## config.mk

```make
export PLATFORM = sky130hd
export DESIGN_NAME = xml_entity_decoder_flat
export DESIGN_NICKNAME = d
export VERILOG_FILES = /design/src/rtl/core/xed_pkg.sv /design/src/rtl/core/xed_chan_if.sv /design/src/rtl/core/xed_front.sv /design/src/rtl/core/xed_queue.sv /design/src/rtl/core/xed_back.sv /design/src/rtl/core/xml_entity_decoder.sv /design/src/flat_wrapper.sv
export SDC_FILE = /design/constraint.sdc
export NUM_CORES = 1
export LEC_CHECK = 0
export ABC_AREA = 1
export BUFFER_PORTS_ARGS = -buffer_cell sky130_fd_sc_hd__buf_2
export CORE_UTILIZATION = 50
export DETAILED_ROUTE_END_ITERATION = 7
export MAX_ROUTING_LAYER = met4
export PLACE_DENSITY = 0.76
export SLEW_MARGIN = 20
export SYNTH_ARGS = -nofsm -noshare
export SYNTH_HDL_FRONTEND = slang
export SYNTH_SLANG_ARGS = --single-unit
```

## constraint.sdc

```tcl
create_clock -name clk -period 19.7 [get_ports clk]
set_clock_uncertainty 0.1 [all_clocks]
set_input_delay 1.97 -clock clk [delete_from_list [all_inputs] [get_ports clk]]
set_output_delay 1.97 -clock clk [all_outputs]
set_load 0.005 [all_outputs]
```

## src/rtl/core/xed_pkg.sv

```systemverilog
// xed_pkg: constants, reference tables and shared types for the xml entity decoder
// depends on nothing; imported by every module of the block
package xed_pkg;

	localparam int CHAR_BITS_DEF = 16;
	localparam int NUM_REFS      = 7;
	localparam int HOLD_DEPTH    = 4;
	localparam int NAME_LEN      = 5;
	localparam int MAX_RES       = 6;
	localparam int COUNT_BITS    = $clog2(MAX_RES + 1);
	localparam int HOLD_BITS     = $clog2(HOLD_DEPTH + 1);
	localparam int QUEUE_DEPTH   = 2;

	localparam logic [7:0] AMP_CODE = 8'h26;

	localparam logic [2:0] REF_LEN [NUM_REFS] = '{3'd3, 3'd3, 3'd4, 3'd5, 3'd5, 3'd4, 3'd4};

	localparam logic [7:0] REF_NAME [NUM_REFS][NAME_LEN] = '{
		'{8'h6C, 8'h74, 8'h3B, 8'h00, 8'h00},
		'{8'h67, 8'h74, 8'h3B, 8'h00, 8'h00},
		'{8'h61, 8'h6D, 8'h70, 8'h3B, 8'h00},
		'{8'h71, 8'h75, 8'h6F, 8'h74, 8'h3B},
		'{8'h61, 8'h70, 8'h6F, 8'h73, 8'h3B},
		'{8'h23, 8'h31, 8'h30, 8'h3B, 8'h00},
		'{8'h23, 8'h31, 8'h33, 8'h3B, 8'h00}
	};

	localparam logic [7:0] REF_VALUE [NUM_REFS] = '{
		8'h3C, 8'h3E, 8'h26, 8'h22, 8'h27, 8'h0A, 8'h0D
	};

	typedef struct packed {
		logic [COUNT_BITS-1:0] count;
		logic                  fin;
	} job_ctl_t;

	typedef struct packed {
		logic                 pending;
		logic [HOLD_BITS-1:0] held_cnt;
		logic                 push;
	} front_stat_t;

endpackage

```

## src/rtl/core/xed_chan_if.sv

```systemverilog
// xed_chan_if: valid/ready channel interfaces for input characters and decoded results
// depends on nothing; used by xed_front, xed_back and xml_entity_decoder
interface xed_in_if #(
	parameter int CHAR_BITS = 16
);
	logic                 valid;
	logic                 ready;
	logic [CHAR_BITS-1:0] ch;
	logic                 is_final;

	modport source (output valid, output ch, output is_final, input ready);
	modport sink (input valid, input ch, input is_final, output ready);
endinterface

interface xed_out_if #(
	parameter int CHAR_BITS = 16
);
	logic                 valid;
	logic                 ready;
	logic [CHAR_BITS-1:0] out_ch;
	logic                 run_end;
	logic                 string_end;

	modport source (output valid, output out_ch, output run_end, output string_end,
		input ready);
	modport sink (input valid, input out_ch, input run_end, input string_end,
		output ready);
endinterface

```

## src/rtl/core/xed_front.sv

```systemverilog
// xed_front: accepts characters, tracks the held ampersand match and builds output jobs
// depends on xed_pkg and xed_in_if
module xed_front #(
	parameter int CHAR_BITS = xed_pkg::CHAR_BITS_DEF
) (
	input  logic                                                 clk,
	input  logic                                                 arst_n,
	xed_in_if.sink                                               text,
	input  logic                                                 q_ready,
	output logic                                                 push,
	output xed_pkg::job_ctl_t                                    push_ctl,
	output logic [xed_pkg::MAX_RES-1:0][CHAR_BITS-1:0]           push_chars,
	output xed_pkg::front_stat_t                                 stat
);
	import xed_pkg::*;

	logic                 pending_q;
	logic [HOLD_BITS-1:0] held_cnt_q;
	logic [CHAR_BITS-1:0] held_q [HOLD_DEPTH];

	logic                  accept;
	logic                  full;
	logic                  part;
	logic [CHAR_BITS-1:0]  full_val;
	logic                  is_amp;
	logic                  hold;
	logic                  pending_d;
	logic [HOLD_BITS-1:0]  held_cnt_d;
	logic [COUNT_BITS-1:0] count;
	logic                  pre_ok;
	logic [7:0]            nm;

	assign text.ready = q_ready;
	assign accept     = text.valid && q_ready;
	assign is_amp     = text.ch == CHAR_BITS'(AMP_CODE);

	always_comb begin
		full     = 1'b0;
		part     = 1'b0;
		full_val = '0;
		pre_ok   = 1'b0;
		nm       = '0;
		for (int i = 0; i < NUM_REFS; i++) begin
			pre_ok = REF_LEN[i] > 3'(held_cnt_q);
			for (int k = 0; k < HOLD_DEPTH; k++) begin
				if (HOLD_BITS'(k) < held_cnt_q && held_q[k] != CHAR_BITS'(REF_NAME[i][k]))
					pre_ok = 1'b0;
			end
			nm = REF_NAME[i][held_cnt_q];
			if (pre_ok && text.ch == CHAR_BITS'(nm)) begin
				if (REF_LEN[i] == 3'(held_cnt_q) + 3'd1) begin
					full     = 1'b1;
					full_val = CHAR_BITS'(REF_VALUE[i]);
				end else begin
					part = 1'b1;
				end
			end
		end
	end

	always_comb begin
		pending_d  = pending_q;
		held_cnt_d = held_cnt_q;
		hold       = 1'b0;
		count      = '0;
		push_chars = '0;
		if (pending_q) begin
			if (full) begin
				count         = COUNT_BITS'(1);
				push_chars[0] = full_val;
				pending_d     = 1'b0;
				held_cnt_d    = '0;
			end else if (part && !text.is_final && held_cnt_q < HOLD_BITS'(HOLD_DEPTH)) begin
				hold       = 1'b1;
				held_cnt_d = held_cnt_q + HOLD_BITS'(1);
			end else begin
				push_chars[0] = CHAR_BITS'(AMP_CODE);
				for (int k = 0; k < HOLD_DEPTH; k++)
					push_chars[k+1] = held_q[k];
				held_cnt_d = '0;
				if (is_amp && !text.is_final) begin
					pending_d = 1'b1;
					count     = COUNT_BITS'(held_cnt_q) + COUNT_BITS'(1);
				end else begin
					pending_d = 1'b0;
					count     = COUNT_BITS'(held_cnt_q) + COUNT_BITS'(2);
					for (int j = 1; j < MAX_RES; j++) begin
						if (COUNT_BITS'(j) == COUNT_BITS'(held_cnt_q) + COUNT_BITS'(1))
							push_chars[j] = text.ch;
					end
				end
			end
		end else if (is_amp && !text.is_final) begin
			pending_d  = 1'b1;
			held_cnt_d = '0;
		end else begin
			count         = COUNT_BITS'(1);
			push_chars[0] = text.ch;
		end
	end

	assign push           = accept && count != '0;
	assign push_ctl.count = count;
	assign push_ctl.fin   = text.is_final;

	always_ff @(posedge clk or negedge arst_n) begin
		if (!arst_n) begin
			pending_q  <= 1'b0;
			held_cnt_q <= '0;
		end else if (accept) begin
			pending_q  <= pending_d;
			held_cnt_q <= held_cnt_d;
		end
	end

	always_ff @(posedge clk) begin
		if (accept && hold)
			held_q[held_cnt_q[$clog2(HOLD_DEPTH)-1:0]] <= text.ch;
	end

	assign stat.pending  = pending_q;
	assign stat.held_cnt = held_cnt_q;
	assign stat.push     = push;

endmodule

```

## src/rtl/core/xed_queue.sv

```systemverilog
// xed_queue: short job queue between the classifying front and the emitting back
// depends on xed_pkg
module xed_queue #(
	parameter int CHAR_BITS = xed_pkg::CHAR_BITS_DEF
) (
	input  logic                                       clk,
	input  logic                                       arst_n,
	input  logic                                       push,
	input  xed_pkg::job_ctl_t                          push_ctl,
	input  logic [xed_pkg::MAX_RES-1:0][CHAR_BITS-1:0] push_chars,
	output logic                                       q_ready,
	output logic                                       q_valid,
	input  logic                                       pop,
	output xed_pkg::job_ctl_t                          head_ctl,
	output logic [xed_pkg::MAX_RES-1:0][CHAR_BITS-1:0] head_chars
);
	import xed_pkg::*;

	localparam int PTR_BITS = $clog2(QUEUE_DEPTH);
	localparam int CNT_BITS = $clog2(QUEUE_DEPTH + 1);

	job_ctl_t                          ctl_q   [QUEUE_DEPTH];
	logic [MAX_RES-1:0][CHAR_BITS-1:0] chars_q [QUEUE_DEPTH];
	logic [PTR_BITS-1:0]               wr_ptr_q;
	logic [PTR_BITS-1:0]               rd_ptr_q;
	logic [CNT_BITS-1:0]               cnt_q;
	logic                              do_pop;

	assign q_ready    = cnt_q != CNT_BITS'(QUEUE_DEPTH);
	assign q_valid    = cnt_q != '0;
	assign do_pop     = pop && q_valid;
	assign head_ctl   = ctl_q[rd_ptr_q];
	assign head_chars = chars_q[rd_ptr_q];

	always_ff @(posedge clk or negedge arst_n) begin
		if (!arst_n) begin
			wr_ptr_q <= '0;
			rd_ptr_q <= '0;
			cnt_q    <= '0;
		end else begin
			if (push)
				wr_ptr_q <= (wr_ptr_q == PTR_BITS'(QUEUE_DEPTH - 1)) ? '0 : wr_ptr_q + PTR_BITS'(1);
			if (do_pop)
				rd_ptr_q <= (rd_ptr_q == PTR_BITS'(QUEUE_DEPTH - 1)) ? '0 : rd_ptr_q + PTR_BITS'(1);
			if (push && !do_pop)
				cnt_q <= cnt_q + CNT_BITS'(1);
			else if (do_pop && !push)
				cnt_q <= cnt_q - CNT_BITS'(1);
		end
	end

	always_ff @(posedge clk) begin
		if (push) begin
			ctl_q[wr_ptr_q]   <= push_ctl;
			chars_q[wr_ptr_q] <= push_chars;
		end
	end

endmodule

```

## src/rtl/core/xed_back.sv

```systemverilog
// xed_back: takes jobs from the queue and sends their characters one per transaction
// depends on xed_pkg and xed_out_if
module xed_back #(
	parameter int CHAR_BITS = xed_pkg::CHAR_BITS_DEF
) (
	input  logic                                       clk,
	input  logic                                       arst_n,
	input  logic                                       q_valid,
	output logic                                       pop,
	input  xed_pkg::job_ctl_t                          head_ctl,
	input  logic [xed_pkg::MAX_RES-1:0][CHAR_BITS-1:0] head_chars,
	xed_out_if.source                                  decoded
);
	import xed_pkg::*;

	localparam int IDX_BITS = $clog2(MAX_RES);

	job_ctl_t                          job_ctl_q;
	logic [MAX_RES-1:0][CHAR_BITS-1:0] job_chars_q;
	logic [IDX_BITS-1:0]               idx_q;
	logic                              act_q;
	logic                              ovalid_q;
	logic [CHAR_BITS-1:0]              och_q;
	logic                              run_end_q;
	logic                              str_end_q;

	logic adv;
	logic last;
	logic emit;

	assign adv  = !ovalid_q || decoded.ready;
	assign last = COUNT_BITS'(idx_q) == job_ctl_q.count - COUNT_BITS'(1);
	assign emit = act_q && adv;
	assign pop  = q_valid && (!act_q || (emit && last));

	always_ff @(posedge clk or negedge arst_n) begin
		if (!arst_n) begin
			act_q    <= 1'b0;
			ovalid_q <= 1'b0;
		end else begin
			if (emit)
				ovalid_q <= 1'b1;
			else if (adv)
				ovalid_q <= 1'b0;
			if (pop)
				act_q <= 1'b1;
			else if (emit && last)
				act_q <= 1'b0;
		end
	end

	always_ff @(posedge clk) begin
		if (emit) begin
			och_q     <= job_chars_q[idx_q];
			run_end_q <= last;
			str_end_q <= last && job_ctl_q.fin;
		end
		if (pop) begin
			job_ctl_q   <= head_ctl;
			job_chars_q <= head_chars;
			idx_q       <= '0;
		end else if (emit && !last) begin
			idx_q <= idx_q + IDX_BITS'(1);
		end
	end

	assign decoded.valid      = ovalid_q;
	assign decoded.out_ch     = och_q;
	assign decoded.run_end    = run_end_q;
	assign decoded.string_end = str_end_q;

endmodule

```

## src/rtl/core/xml_entity_decoder.sv

```systemverilog
// xml_entity_decoder: top level of the streaming xml character entity decoder
// depends on xed_pkg, xed_chan_if, xed_front, xed_queue and xed_back
//
// text carries one character per transaction (ch, is_final); decoded carries
// one output character per transaction with run_end on the last character
// caused by an input and string_end on the last character of the string.
// an ampersand and up to four following characters are held while they still
// spell the start of &lt; &gt; &amp; &quot; &apos; &#10; or &#13;; a full
// reference yields its single character, a broken match yields the held
// characters literally. held characters yield nothing until resolved.
// the front classifies one input per cycle, unless the queue is full, into
// a job of up to six characters and writes it into a two-entry job queue;
// while decoded does not stall, the back drains one character per cycle into
// the output register and plain text flows at one character per cycle. the
// first character of an input passes through a queue entry, the back's job
// register and the output register. when decoded stalls the output register
// holds, the queue fills and text ready drops once both entries are taken.
// reset empties the queue and output register and drops any held match.
module xml_entity_decoder #(
	parameter int CHAR_BITS = xed_pkg::CHAR_BITS_DEF
) (
	input  logic      clk,
	input  logic      arst_n,
	xed_in_if.sink    text,
	xed_out_if.source decoded
);
	import xed_pkg::*;

	logic                              q_ready;
	logic                              q_valid;
	logic                              push;
	logic                              pop;
	job_ctl_t                          push_ctl;
	job_ctl_t                          head_ctl;
	logic [MAX_RES-1:0][CHAR_BITS-1:0] push_chars;
	logic [MAX_RES-1:0][CHAR_BITS-1:0] head_chars;
	front_stat_t                       fstat;

	xed_front #(.CHAR_BITS(CHAR_BITS)) u_front (
		.clk        (clk),
		.arst_n     (arst_n),
		.text       (text),
		.q_ready    (q_ready),
		.push       (push),
		.push_ctl   (push_ctl),
		.push_chars (push_chars),
		.stat       (fstat)
	);

	xed_queue #(.CHAR_BITS(CHAR_BITS)) u_queue (
		.clk        (clk),
		.arst_n     (arst_n),
		.push       (push),
		.push_ctl   (push_ctl),
		.push_chars (push_chars),
		.q_ready    (q_ready),
		.q_valid    (q_valid),
		.pop        (pop),
		.head_ctl   (head_ctl),
		.head_chars (head_chars)
	);

	xed_back #(.CHAR_BITS(CHAR_BITS)) u_back (
		.clk        (clk),
		.arst_n     (arst_n),
		.q_valid    (q_valid),
		.pop        (pop),
		.head_ctl   (head_ctl),
		.head_chars (head_chars),
		.decoded    (decoded)
	);

	a_held_needs_amp: assert property (@(posedge clk) disable iff (!arst_n)
		fstat.held_cnt != '0 |-> fstat.pending)
		else $error("characters held without a pending ampersand");

	a_final_emits: assert property (@(posedge clk) disable iff (!arst_n)
		text.valid && text.ready && text.is_final |-> fstat.push)
		else $error("final character produced no job");

	a_final_clears: assert property (@(posedge clk) disable iff (!arst_n)
		text.valid && text.ready && text.is_final |=> !fstat.pending)
		else $error("match still pending after end of string");

	a_string_end_run_end: assert property (@(posedge clk) disable iff (!arst_n)
		decoded.valid && decoded.string_end |-> decoded.run_end)
		else $error("string end without run end");

endmodule

```

## src/flat_wrapper.sv

```systemverilog
// flat-port wrapper written by rule: the top's interface ports become plain ports
module xml_entity_decoder_flat import xed_pkg::*;
#(
	parameter int CHAR_BITS = xed_pkg::CHAR_BITS_DEF
)
  (clk, arst_n, text_valid, text_ch, text_is_final, text_ready, decoded_valid, decoded_out_ch, decoded_run_end, decoded_string_end, decoded_ready);
  xed_in_if #(.CHAR_BITS(CHAR_BITS)) text_i ();
  xed_out_if #(.CHAR_BITS(CHAR_BITS)) decoded_i ();
  input  logic clk;
  input  logic arst_n;
  input wire logic [$bits(text_i.valid)-1:0] text_valid;
  input wire logic [$bits(text_i.ch)-1:0] text_ch;
  input wire logic [$bits(text_i.is_final)-1:0] text_is_final;
  output wire logic [$bits(text_i.ready)-1:0] text_ready;
  output wire logic [$bits(decoded_i.valid)-1:0] decoded_valid;
  output wire logic [$bits(decoded_i.out_ch)-1:0] decoded_out_ch;
  output wire logic [$bits(decoded_i.run_end)-1:0] decoded_run_end;
  output wire logic [$bits(decoded_i.string_end)-1:0] decoded_string_end;
  input wire logic [$bits(decoded_i.ready)-1:0] decoded_ready;
  assign text_i.valid = text_valid;
  assign text_i.ch = text_ch;
  assign text_i.is_final = text_is_final;
  assign text_ready = text_i.ready;
  assign decoded_valid = decoded_i.valid;
  assign decoded_out_ch = decoded_i.out_ch;
  assign decoded_run_end = decoded_i.run_end;
  assign decoded_string_end = decoded_i.string_end;
  assign decoded_i.ready = decoded_ready;
  xml_entity_decoder #(.CHAR_BITS(CHAR_BITS)) u_core (.clk(clk), .arst_n(arst_n), .text(text_i), .decoded(decoded_i));
endmodule
```

======== Yosys cells after proc, flatten, opt, wreduce, memory -nomap -nowiden ========
Memories as Yosys holds them, arrays and structs flattened. A register that Yosys moved wholly into a read port is not among the register bits.
Index checks and enable logic that the tools add are counted.
word-level totals
  flip-flop bits (word level) ............. 31
  bits in latches ......................... 0
  RAM bits ................................ 264
  ROM bits ................................ 448
  memories ................................ 10
memory list
  memory                  words  width  rd ports  clocked after memory_dff  wr ports  RTL line         RTL
  u_core.u_queue.chars_q  2      96     1         1                         1         xed_queue.sv:23  logic [MAX_RES-1:0][CHAR_BITS-1:0] chars_q [QUEUE_DEPTH];
  (no name shown)         8      8      1         0                         0         xed_front.sv:49  nm = REF_NAME[i][held_cnt_q];
  (no name shown)         8      8      1         0                         0         xed_front.sv:49
  (no name shown)         8      8      1         0                         0         xed_front.sv:49
  (no name shown)         8      8      1         0                         0         xed_front.sv:49
  (no name shown)         8      8      1         0                         0         xed_front.sv:49
  +4 memories             --     --     --        --                        --        --
cells by class
  $add $sub $neg .......................... 8
  $mul .................................... 0
  divide/modulo/power cells ............... 0
  order comparisons ....................... 10
  equal/unequal tests ..................... 33
  shift operators ......................... 0
  muxes and demuxes ....................... 124
  bitwise gates (word level) .............. 1
  reductions and logical operators ........ 56
operators by type and width
  cell                   count
  $mux W16               21
  $mux W80               3
  $ne A16 B7 Y1 const B  12
  $eq A16 B8 Y1          7
  $mux W8                14
  $mux W96               1
  $ne A16 B6 Y1 const B  6
  $mux W1                72
  $bmux W16 S3           1
  $logic_and A1 B1 Y1    40
  $mux W3                8
  $eq A16 B6 Y1 const B  1
  $reduce_bool A16 Y1    1
  $mux W6                2
  $reduce_bool A2 Y1     5
  $add A3 B1 Y3 const B  2
  $eq A2 B3 Y1 const A   2
  $eq A3 B3 Y1 const A   2
  $gt A3 B3 Y1 const A   2
  $logic_not A1 Y1       6
  $lt A1 B3 Y1 const A   2
  $lt A2 B3 Y1 const A   2
  $ge A4 B4 Y1 const B   1
  $lt A3 B4 Y1 const B   1
  15 further kinds       18

======== Logic depth before layout (Yosys ltp) ========
An unclocked memory read counts as a cell.
  depth after elaboration ................. 32
  gate-level depth with buffers ........... 26
  mapped depth without buffers ............ 24

======== By module ========
Synthesis repeated with hierarchy kept, for this count alone.
unflattened totals
  cells, all modules ...................... 1622
  area, all modules ....................... 17673.2 µm²
modules (own cells, without submodules)
  module     times used  cells an instance  area an instance (µm²)
  xed_queue  1           550                7539.7
  xed_front  1           734                5499.0
  xed_back   1           338                4634.4

======== Worst setup path before layout ========
OpenSTA, ideal clock, no wires.
  kind .................................... input -> register
  start ................................... input text_ch[6]
  end ..................................... memory u_core.u_queue.chars_q[1][0] (netlist bit) (enable)
  setup time .............................. 0.559 ns
  data arrival time ....................... 7.546 ns
  data required time ...................... 19.041 ns
  setup slack ............................. 11.495 ns
  stages on the path ...................... 17
  cell sequence ........................... buf_2 inv_1 nand2_1 nand3_1 nor2_2 nand3b_1 nor2_1 nand3_1 nand2_1 inv_1 nand3_2 nor2_4 nand3_1 nand3_1 nand2_1 nand2_1 nor2_1
on the way
  longest elaborated chain between the ends .. 24
  elaborated cells between the ends (all ways) .. 53
  classes of those cells .................. 8 x eq/ne; 33 x mux; 12 x reduce/logical
ends and longest elaborated chain
  what                               RTL line            RTL
  start, declared                    flat_wrapper.sv:12  input wire logic [$bits(text_i.ch)-1:0] text_ch;
  $eq A16 B8 Y1                      xed_front.sv:50     if (pre_ok && text.ch == CHAR_BITS'(nm)) begin
  $logic_and A1 B1 Y1                xed_front.sv:50
  $mux W1                            xed_front.sv:50
  $mux W1                            xed_front.sv:51     if (REF_LEN[i] == 3'(held_cnt_q) + 3'd1) begin
  $mux W1                            xed_front.sv:50
  $mux W1                            xed_front.sv:51
  $mux W1                            xed_front.sv:50
  $mux W1                            xed_front.sv:51
  [7 not listed]                     --
  $logic_and A1 B1 Y1 (2 in series)  xed_front.sv:73     end else if (part && !text.is_final && held_cnt_q < HOLD_BITS'(HOLD_DEPTH)) begin
  $mux W3                            xed_front.sv:73
  $mux W3                            xed_front.sv:68     if (full) begin
  $mux W3 (*)                        xed_front.sv:67     if (pending_q) begin
  $reduce_bool A3 Y1 (*)             xed_front.sv:102    assign push = accept && count != '0;
  $logic_and A1 B1 Y1 (*)            xed_front.sv:102
  $mux W1 (*)                        xed_queue.sv:53     if (push) begin
  $mux W1 (implied by the code) (*)  xed_queue.sv:55     chars_q[wr_ptr_q] <= push_chars;
  end, declared                      xed_queue.sv:23
Mark *: on every way between the ends. The rest lies on a longest branch, timed or not.

======== Worst setup path in the final report ========
  start ................................... input text_ch[4]
  end ..................................... memory u_core.u_queue.chars_q[1][86] (netlist bit) (enable)
The elaborated chain is that of the path after synthesis.

==> flow_summary_export.csv <==
group,metric,value,unit
status,status,"completed",
setup_path,max_stage_delay,0.68,ns
global_routing,grt_pass1_vias,11400,
power,p_clk_share,27.6,%
global_routing,antenna_found_initial,0,
setup_path,crit_end,"u_core.u_queue.chars_q[1][86]",
yosys,ys_seq_area_share,66.4,%
floorplan,start_util,51.1,%
clock_tree,htree_num_levels,2,
yosys,synth-main-ff-cell,"edfxtp_1",
power,power_frac_comb,23.7,%
sta,relSlewSlack,28.4,%
routing,wire_per_inst,20.0,um
floorplan,die_h,190,um
power,switching_power,0.000836,W
setup_path,rrSetupSlack,14.67,ns
final_layout,seqCellArea,0.0118,mm2
yosys,synth_compound_area_share,5.79,%
yosys,synth_top_family_by_area,"simple AND/OR/NAND/NOR gates",
yosys,synth.mux.area_fraction,0.0634,%
sta,rsz0062_at_grt,"no",
clock_tree,clockBufferDepth,3,
setup_path,reg2reg_to,"u_core.u_queue.chars_q[1][86]",
clock_tree,cts_setup_buffers,0,
clock_tree,cts_root_buffer,"clkbuf_16",
yosys,synth-xor-area-share,0.691,%
floorplan,die_w,190,um
routing,drt-pass1-iter-count,5,
yosys,synth_edf_count,382,
global_routing,gr-max-usage-layer,"met2",
routing,ant_nets,0,
placement,globalplace.congestion,0.953,
routing,drtIter0Drc,1367,
routing,drt_wl_total,43600,um
clock_tree,cts_buffers,41,
final_layout,antennaDiodeCount,0,
clock_tree,tritoncts,"built",
yosys,synth_cell_types,46,
routing,drc,0,
clock_tree,ctsHoldBuffers,0,
sta,worst_pin_slew,1.07,ns
setup_path,crit_start,"text_ch[4]",
final_layout,nFillCells,2859,
worst_hold_path,hp-class,"flop to flop",
setup_path,cp_top_family,"buffers and inverters",
routing,vias,12200,
setup_path,start_kind,"input port",
sta,hold_viol,0,
sta,slew_violations,0,
yosys,ys_warn_count,0,
setup_path,reg2regPathDepth,20,
setup_path,cp.depth,19,
setup_path,crit_top_cell,"nand2_1",
sta,tns,0,ns
global_routing,grt_start_max_net_pins,102,
yosys,syn_area,0.0178,mm2
floorplan,core-area,0.0347,mm2
worst_hold_path,worstHoldStart,"u_core.u_queue.wr_ptr_q",
setup_path,cp_slowest_cell,"buf_4",
final_layout,final_nets,1729,
global_routing,gr-usage-all-layers,25.4,%
global_routing,use_met2,38.3,%
setup_path,worstPathCellList,"buf_2 -> inv_1 -> nand3_1 -> nand3_1 -> nor2_2 -> nand2_1 -> nor2_1 -> nand2_1 -> nand2_1 -> nand2_1 -> nand3_2 -> nor2_4 -> nand3_1 -> nand3_1 -> nand2_1 -> nand2_1 -> nor2_4 -> buf_4 -> buf_4",
final_layout,final_common_cell,"nand2_1",
yosys,synth-seq-cells,395,
power,switching_share,31.5,%
run,maxCapViolations,0,
setup_path,critical_path_arrival,5.41,ns
clock_tree,post_cts_resized,0,
yosys,synth-simple-area-share,21.9,%
sta,min_period,5.35,ns
power,intPower,0.00181,W
power,power_density,135,mW/mm2
setup_path,setup.worst_path.class,"input port to flop",
sta,timing.hold.ws,0.385,ns
placement,hpwl,29400,um
clock_tree,clk_pin_slew_worst_paths,0.06,ns
clock_tree,clkLatencyLatePin,0.55,ns
final_layout,area_growth_syn_to_layout,10.4,%
power,p_seq_share,48.8,%
global_routing,met1_usage,35.7,%
final_layout,drive_gt1_share,11.2,%
global_routing,grt_pass1_wl,66600,um
yosys,synthAdderAreaFrac,1.13,%
setup_path,critPathBufInv,4,
floorplan,dieArea,0.0363,mm2
setup_path,critPathMaxFanout,53,
global_routing,use_met3,3.53,%
final_layout,final_cell_mix,"493 x nand2_1, 382 x edfxtp_1, 249 x nor2_1, 75 x inv_1, 58 x o21ai_0",
routing,via_per_inst,5.59,
yosys,async_reset_ff_share,2.53,%
global_routing,overflow,0,
placement,port_buffers,40,
sta,period_share,27.1,%
yosys,synth_cells,1666,
setup_path,cp-end-kind,"flop",
floorplan,placementRows,68,
power,ir_worst_vdd,0.0705,mV
final_layout,multi_input_area,0.00527,mm2
setup_path,worstReg2RegStart,"u_core.u_front.held_cnt_q[1]",
clock_tree,clock-sinks,395,
power,cellLeakagePower,7.65,nW
yosys,avgSynthCellArea,10.7,um2
setup_path,crit_required,19.77,ns
floorplan,ios,41,
yosys,synth_nets,1703,
sta,finalSetupViolations,0,
sta,maxClockFrequency,0.187,GHz
per-stage QoR:
step                      std cells  worst slack, ns  power, W  instance area [um2]  util [%]
after floorplan                1666            11.49   0.00174                17800         -
after global placement         2104            13.85   0.00192                18300      52.8
after detailed placement       2104            13.79   0.00194                18300      52.8
after CTS                      2176            14.34   0.00267                19600      56.4
after global routing           2176            14.03   0.00279                19600      56.5
final                          2176            14.35   0.00265                19600      56.5
tightest hold or removal path: stages, from the launching register on:
cell and delay (ns):
dfrtp_1 0.35, nand2_1 0.06, nand2_1 0.05
worst min-delay path by stage:
stage,endpoint,cells after the start
CTS,u_core.u_queue.wr_ptr_q,2
global route,u_core.u_queue.wr_ptr_q,2
floorplan,u_core.u_back.decoded.valid,2
finish,u_core.u_queue.wr_ptr_q,2
detailed placement,u_core.u_queue.wr_ptr_q,2
global placement,u_core.u_queue.wr_ptr_q,2
state kept, by name (all words and copies together) (netlist names):
| register | cells |
|---|---|
| u_core.u_back.decoded.out_ch | 16 |
| u_core.u_back.decoded.valid | 1 |
| u_core.u_back.idx_q | 3 |
| u_core.u_queue.ctl_q | 8 |
| u_core.u_back.decoded.run_end | 1 |
| u_core.u_back.job_ctl_q | 4 |
| u_core.u_queue.cnt_q | 2 |
| u_core.u_front.held_cnt_q | 3 |
| u_core.u_queue.rd_ptr_q | 1 |
| u_core.u_queue.chars_q | 192 |
| u_core.u_queue.wr_ptr_q | 1 |
| u_core.u_front.held_q | 64 |
| u_core.u_front.pending_q | 1 |
| u_core.u_back.decoded.string_end | 1 |
| u_core.u_back.job_chars_q | 96 |
| u_core.u_back.act_q | 1 |
cells in the mapped netlist (4+ instances only):
cell type | instances | area [um2]
a211oi_1 | 18 | 135
a21oi_1 | 37 | 185
a31oi_1 | 22 | 138
buf_2 | 8 | 40.0
buf_6 | 8 | 90.1
clkbuf_1 | 57 | 214
dfrtp_1 | 10 | 250
edfxtp_1 | 382 | 11500
ha_1 | 16 | 200
inv_1 | 78 | 293
inv_2 | 6 | 22.5
nand2_1 | 494 | 1850
nand3_1 | 46 | 230
nand4_1 | 19 | 119
nor2_1 | 252 | 946
nor2_2 | 5 | 31.3
nor3_1 | 28 | 140
nor3_2 | 40 | 400
o21ai_0 | 58 | 290
o21ai_1 | 5 | 25.0
o22ai_1 | 4 | 25.0
o32ai_1 | 16 | 140
xnor2_1 | 5 | 43.8
xor2_1 | 9 | 78.8
layout make-up:
class                      instances  area share [%]
clock buffer                      53            5.62
clock inverter                    19           0.907
inverter                          87            1.70
multi-input combinational       1106            26.9
sequential                       395            60.1
tap                              455            2.91
timing repair buffer              61            1.83
power groups by stage:
| stage | registers, W | logic (W) | clock network, W |
|---|---|---|---|
| after floorplan | 0.00131 | 0.000430 | 0 |
| after global placement | 0.00130 | 0.000623 | 0 |
| after detailed placement | 0.00131 | 0.000631 | 0 |
| after CTS | 0.00129 | 0.000634 | 0.000740 |
| after global routing | 0.00131 | 0.000706 | 0.000773 |
| final | 0.00129 | 0.000628 | 0.000731 |
cells by family (layout without fill, tap and decap cells):
logic type / count (synthesis) / after routing
DFF: 395 / 395
xor gates and xnor gates: 14 / 14
muxes: 1 / 1
AOI/OAI and AO/OA: 169 / 169
adders and majority gates: 16 / 16
buffers and inverters: 165 / 220
and+or+nand+nor: 906 / 906
layer usage:
metal,vias up,share of wire [%]
met5,-,0
met3,75,8.5
li1,5764,-
met1,5820,43
met4,0,2.9
met2,510,45
No activity file was read; power rests on OpenSTA's default activity.
